===== config.mk =====
export PLATFORM = sky130hd
export DESIGN_NAME = tcce_ctrl
export DESIGN_NICKNAME = d
export VERILOG_FILES = /design/src/rtl/core/tcce_pkg.sv /design/src/rtl/core/tcce_ctrl.sv
export SDC_FILE = /design/constraint.sdc
export NUM_CORES = 1
export LEC_CHECK = 0
export BUFFER_PORTS_ARGS = -buffer_cell sky130_fd_sc_hd__clkbuf_2
export CELL_PAD_IN_SITES_DETAIL_PLACEMENT = 1
export CELL_PAD_IN_SITES_GLOBAL_PLACEMENT = 2
export CORE_UTILIZATION = 24
export CTS_BUF_LIST = sky130_fd_sc_hd__clkbuf_16
export DETAILED_ROUTE_END_ITERATION = 12
export PLACE_DENSITY_LB_ADDON = 0.1
export SLEW_MARGIN = 10
export SYNTH_ARGS = -nofsm -noshare
export SYNTH_HDL_FRONTEND = slang
export SYNTH_SLANG_ARGS = --single-unit
export TNS_END_PERCENT = 30

===== constraint.sdc =====
create_clock -name clk -period 2.3 [get_ports clk]
set_input_delay 0.23 -clock clk [delete_from_list [all_inputs] [get_ports clk]]
set_output_delay 0.23 -clock clk [all_outputs]
set_load 0.1 [all_outputs]

===== src/rtl/core/tcce_pkg.sv =====
// tcce_pkg: screen geometry, character codes, command and status types
// shared by the console engine controller, datapath and top level.
// no dependencies.
package tcce_pkg;

  // screen geometry
  localparam int COLUMNS    = 80;
  localparam int ROWS       = 25;
  localparam int CELL_COUNT = COLUMNS * ROWS;

  // field widths
  localparam int COL_W   = 7;
  localparam int ROW_W   = 5;
  localparam int POS_W   = 8;
  localparam int CHAR_W  = 8;
  localparam int ATTR_W  = 8;
  localparam int CELL_W  = 16;
  localparam int FUNC_W  = 2;
  localparam int ADDR_W  = $clog2(CELL_COUNT);
  localparam int SWEEP_W = $clog2(CELL_COUNT + 1);

  // character codes
  localparam logic [CHAR_W-1:0] CH_BLANK        = 8'h20;
  localparam logic [CHAR_W-1:0] CH_NEWLINE      = 8'h0A;
  localparam logic [CHAR_W-1:0] CH_BACKSPACE    = 8'h08;
  localparam logic [CHAR_W-1:0] CH_RETURN       = 8'h0D;
  localparam logic [CHAR_W-1:0] FIRST_PRINTABLE = 8'd32;
  localparam logic [CHAR_W-1:0] LAST_PRINTABLE  = 8'd126;
  localparam logic [ATTR_W-1:0] ATTR_RESET      = 8'h07;

  typedef enum logic [FUNC_W-1:0] {
    FN_PUT_CHAR,
    FN_CLEAR,
    FN_WRITE_CELL,
    FN_READ_CELL
  } func_t;

  typedef enum logic [1:0] {
    SW_INIT,
    SW_CLEAR,
    SW_SCROLL
  } sweep_mode_t;

  typedef enum logic [2:0] {
    ST_INIT,
    ST_IDLE,
    ST_EXEC,
    ST_READ,
    ST_SCROLL,
    ST_CLEAR,
    ST_HOLD
  } state_t;

  typedef struct packed {
    logic        capture;
    logic        exec;
    logic        sweep_run;
    sweep_mode_t sweep_mode;
    logic        load_out;
    logic        entry_from_ram;
    logic        latch_entry;
  } dp_cmd_t;

  typedef struct packed {
    logic is_clear;
    logic is_read;
    logic scroll_req;
    logic sweep_done;
    logic out_free;
  } dp_status_t;

  function automatic logic is_printable(input logic [CHAR_W-1:0] ch);
    return (ch >= FIRST_PRINTABLE) && (ch <= LAST_PRINTABLE);
  endfunction

  function automatic logic [ADDR_W-1:0] cell_addr(input logic [ROW_W-1:0] r,
                                                  input logic [COL_W-1:0] c);
    return ADDR_W'(r * COLUMNS) + ADDR_W'(c);
  endfunction

endpackage


===== src/rtl/core/tcce_ctrl.sv =====
// tcce_ctrl: sequencing state machine of the console engine
// depends on tcce_pkg (state, command and status types)
module tcce_ctrl (
  input  logic                  clk,
  input  logic                  rst,
  input  logic                  in_valid,
  output logic                  in_stall,
  input  tcce_pkg::dp_status_t  status,
  output tcce_pkg::dp_cmd_t     cmd
);
  import tcce_pkg::*;

  state_t state;
  state_t state_next;

  always_ff @(posedge clk) begin
    if (rst) begin
      state <= ST_INIT;
    end else begin
      state <= state_next;
    end
  end

  always_comb begin
    state_next = state;
    cmd        = '0;
    in_stall   = 1'b1;
    unique case (state)
      ST_INIT: begin
        cmd.sweep_run  = 1'b1;
        cmd.sweep_mode = SW_INIT;
        if (status.sweep_done) state_next = ST_IDLE;
      end
      ST_IDLE: begin
        in_stall    = 1'b0;
        cmd.capture = in_valid;
        if (in_valid) state_next = ST_EXEC;
      end
      ST_EXEC: begin
        cmd.exec = 1'b1;
        if (status.is_clear) begin
          state_next = ST_CLEAR;
        end else if (status.scroll_req) begin
          state_next = ST_SCROLL;
        end else if (status.is_read) begin
          state_next = ST_READ;
        end else if (status.out_free) begin
          cmd.load_out = 1'b1;
          state_next   = ST_IDLE;
        end else begin
          state_next = ST_HOLD;
        end
      end
      ST_READ: begin
        cmd.latch_entry = 1'b1;
        if (status.out_free) begin
          cmd.load_out       = 1'b1;
          cmd.entry_from_ram = 1'b1;
          state_next         = ST_IDLE;
        end else begin
          state_next = ST_HOLD;
        end
      end
      ST_SCROLL: begin
        cmd.sweep_run  = 1'b1;
        cmd.sweep_mode = SW_SCROLL;
        if (status.sweep_done) state_next = ST_HOLD;
      end
      ST_CLEAR: begin
        cmd.sweep_run  = 1'b1;
        cmd.sweep_mode = SW_CLEAR;
        if (status.sweep_done) state_next = ST_HOLD;
      end
      ST_HOLD: begin
        if (status.out_free) begin
          cmd.load_out = 1'b1;
          state_next   = ST_IDLE;
        end
      end
      default: begin
        state_next = ST_IDLE;
      end
    endcase
  end

  a_exec_once: assert property (@(posedge clk) disable iff (rst)
    state == ST_EXEC |=> state != ST_EXEC)
    else $error("execute step lasted more than one cycle");

  a_scroll_to_hold: assert property (@(posedge clk) disable iff (rst)
    (state == ST_SCROLL && status.sweep_done) |=> state == ST_HOLD)
    else $error("scroll pass did not end in hold");

  a_load_has_room: assert property (@(posedge clk) disable iff (rst)
    cmd.load_out |-> status.out_free)
    else $error("result loaded over a waiting result");

endmodule


==> impl_metrics.env <==
export IMPL_clk_pin_slew_worst_paths_ns=0.03
export IMPL_dr_first_iter_drc_count=3
export IMPL_synth_async_reset_ratio_pct=0
export IMPL_internal_power_uw=304
export IMPL_rsz0062_at_grt="false"
export IMPL_synth_edff_count=0
export IMPL_placed_cells=77
export IMPL_track_usage_pct=13.4
export IMPL_synth_nets=56
export IMPL_status="finished, final reports clean"
export IMPL_largestRegisters="state (3)"
export IMPL_yosysWarnings=0
export IMPL_drv_cap=0
export IMPL_vdd_ir_drop_max_uv=339
export IMPL_finalCriticalPeriod_ns=1.98
export IMPL_gp_congestion=0.662
export IMPL_viasPerCell=5.25
export IMPL_synth_top_family_by_area="simple AND/OR/NAND/NOR gates"
export IMPL_max_stage_delay_ns=0.58
export IMPL_finalSetupViolations=0
export IMPL_worstPathCellList="nor2b_4 > and3_1 > clkbuf_2"
export IMPL_crit_fanout=10
export IMPL_worstHoldPathType="input port to flip-flop"
export IMPL_drt_total_wl_um=1110
export IMPL_synth_compound_area_share_pct=33.6
export IMPL_cp_startpoint="state[0]"
export IMPL_finalPower_uw=431
export IMPL_sw_frac_of_total_pct=29.4
export IMPL_crit_type="flip-flop to primary output"
export IMPL_area_growth_pct=45.3
export IMPL_required_ns=2.07
export IMPL_power_switching_uw=127
export IMPL_seq_power_share_pct=14.4
export IMPL_cts_resized=0
export IMPL_worstReg2RegStart="state[2]"
export IMPL_slew_violations=0
export IMPL_finalCritPeriodShare_pct=86.0
export IMPL_synth_area_um2=373
export IMPL_antenna_cells=0
export IMPL_io_pins=17
export IMPL_cts_root_buffer="clkbuf_16"
export IMPL_dieArea_um2=1720
export IMPL_cts_tree="yes"
export IMPL_yosysSeqAreaShare_pct=16.1
export IMPL_p_per_area_nw_per_um2=795
export IMPL_via_count=425
export IMPL_multi_input_area_um2=282
export IMPL_crit_arrival_ns=1.75
export IMPL_synthAdderAreaFrac_pct=0
export IMPL_die_x_um=41.4
export IMPL_fmax_mhz=506
export IMPL_worst_pin_slew_ns=0.543
export IMPL_post_route_drc_count=0
export IMPL_gr_total_overflow=0
export IMPL_whs_path_depth=2
export IMPL_postSynthAreaPerCell_um2=7.77
export IMPL_slowest_stage="dfxtp_1"
export IMPL_drtAntennaViolNets=0
export IMPL_p_comb_share_pct=21.6
export IMPL_wl_per_cell_um=13.8
export IMPL_die_h_um=41.4
export IMPL_clock_sinks=3
export IMPL_cts_setup_buffers=0
export IMPL_synth_xor_area_share_pct=0
export IMPL_fin_ws_ns=0.323
export IMPL_antenna_found_initial=0
export IMPL_rr_worst_depth=4
export IMPL_crit_path_end_kind="primary output"
export IMPL_grt_pass1_wl_um=1720
export IMPL_final_nets=75
export IMPL_h_tree_depth=1
export IMPL_worstHoldStart="rst"
export IMPL_regMostFlops="state"
export IMPL_final_cells=81
export IMPL_portBuffers=16
export IMPL_p_leak_uw=0.000247
export IMPL_dpl_worst_slack_ns=0.570
export IMPL_hpwl_um=827
export IMPL_grt_pass1_vias=371
export IMPL_syn_inst=48
export IMPL_whs_ns=0.272
export IMPL_finalHoldViolCount=0
export IMPL_fp_coreArea_um2=1370
export IMPL_startpoint_type="flip-flop"
export IMPL_p_clk_share_pct=64.0
export IMPL_synth_ff_type="dfxtp_1"
export IMPL_finalClockSkew_ns=0.000659
export IMPL_synth_seq_cells=3
export IMPL_drive_above_1_share_pct=47.0
export IMPL_final_fill_count=181
export IMPL_slew_headroom_pct=63.9
export IMPL_grt_max_degree=11
export IMPL_cts_max_path_buffers=2
export IMPL_postCtsHoldBufs=0
export IMPL_drtPass1Iterations=2
export IMPL_synth_distinct_cells=26
export IMPL_synthMuxAreaShare_pct=0
export IMPL_ff_latch_area_um2=60.1
export IMPL_yosys_area_share_simple_pct=38.9
export IMPL_largest_register_ffs=3
export IMPL_cts_buffers=3
export IMPL_worst_skew_pair_late_latency_ns=0.23
export IMPL_num_rows=13
export IMPL_start_util_pct=27.3
[final timing paths]
path / end / slack, ns
setup / recovery: cmd[7] / 0.32
hold / removal: state[0] / 0.27
setup reg to reg: state[2] / 0.85
hold reg to reg: state[0] / 0.72
[cell usage after synthesis, types with 2 or more instances]
master    number  share of area (%)
inv_1          2                2.0
a31oi_1        3                5.0
dfxtp_1        3                 16
o21ai_1        2                2.7
nor3_1         4                5.4
a211oi_1       2                4.0
buf_6          2                6.0
inv_2          2                2.0
and3_1         3                5.0
nand2b_1       2                3.4
nor2_1         8                8.1
[per-stage QoR]
step | utilization (%) | area [µm²] | setup TNS [ns]
after detailed placement | 33.9 | 463 | 0
after global routing | 39.7 | 542 | 0
after floorplan | - | 384 | -0.346
final | 39.7 | 542 | 0
after CTS | 39.7 | 542 | 0
after global placement | 33.9 | 463 | 0
[power groups by stage]
stage	combinational (µW)	clock, µW	sequential (µW)
floorplan	80.9	0	56.4
finish	93.1	276	61.9
global route	98.1	285	62.5
global placement	93.8	0	62.1
detailed placement	93.5	0	62.3
CTS	93.8	278	61.9
[cells in the final DEF (no fill, tap or decap)]
cell	instances
clkbuf_2	16
nor2_1	8
and3_1	3
inv_1	3
nor3_1	3
a31oi_1	3
clkbuf_16	3
dfxtp_1	3
inv_2	2
a211oi_1	2
o21ai_1	2
nand2b_1	2
nor2b_4	1
and2_1	1
nor3b_4	1
nand2_1	1
nor3_2	1
a2111oi_2	1
nor4_2	1
and2_4	1
o21ai_0	1
a221oi_2	1
a21oi_1	1
o32ai_2	1
a22o_1	1
a211oi_2	1
a32o_1	1
buf_4	1
[layer usage]
| layer | vias up | GRT usage (%) | wire length [µm] |
|---|---|---|---|
| li1 | 216 | - | - |
| met1 | 191 | 17.5 | 549 |
| met2 | 16 | 17.8 | 482 |
| met3 | 2 | 6.09 | 71 |
| met4 | 0 | 7.74 | 11 |
| met5 | - | 0 | 0 |
[kinds of logic (layout without fill, tap and decap cells)]
| logic type | count (synthesis) | count (layout) |
|---|---|---|
| AND/OR/NAND/NOR | 23 | 23 |
| buffers and inverters | 7 | 25 |
| AO/OA/AOI/OAI | 15 | 15 |
| flip-flops | 3 | 3 |
[worst max-delay path, delay by kind of cell (launching register included)]
| family | cells | cell delay, ns |
|---|---|---|
| and+or+nand+nor | 2 | 0.49 |
| DFF | 1 | 0.58 |
| buffers and inverters | 1 | 0.45 |
[area by class of cell]
cell class / instances / share of cell area (%)
Sequential cell: 3 / 11.1
Tap cell: 15 / 3.46
Clock buffer: 3 / 13.9
Clock inverter: 1 / 0.693
Multi-Input combinational cell: 38 / 52.0
Inverter: 4 / 2.77
Timing Repair Buffer: 17 / 16.2
No activity file was read; power rests on OpenSTA's default activity.
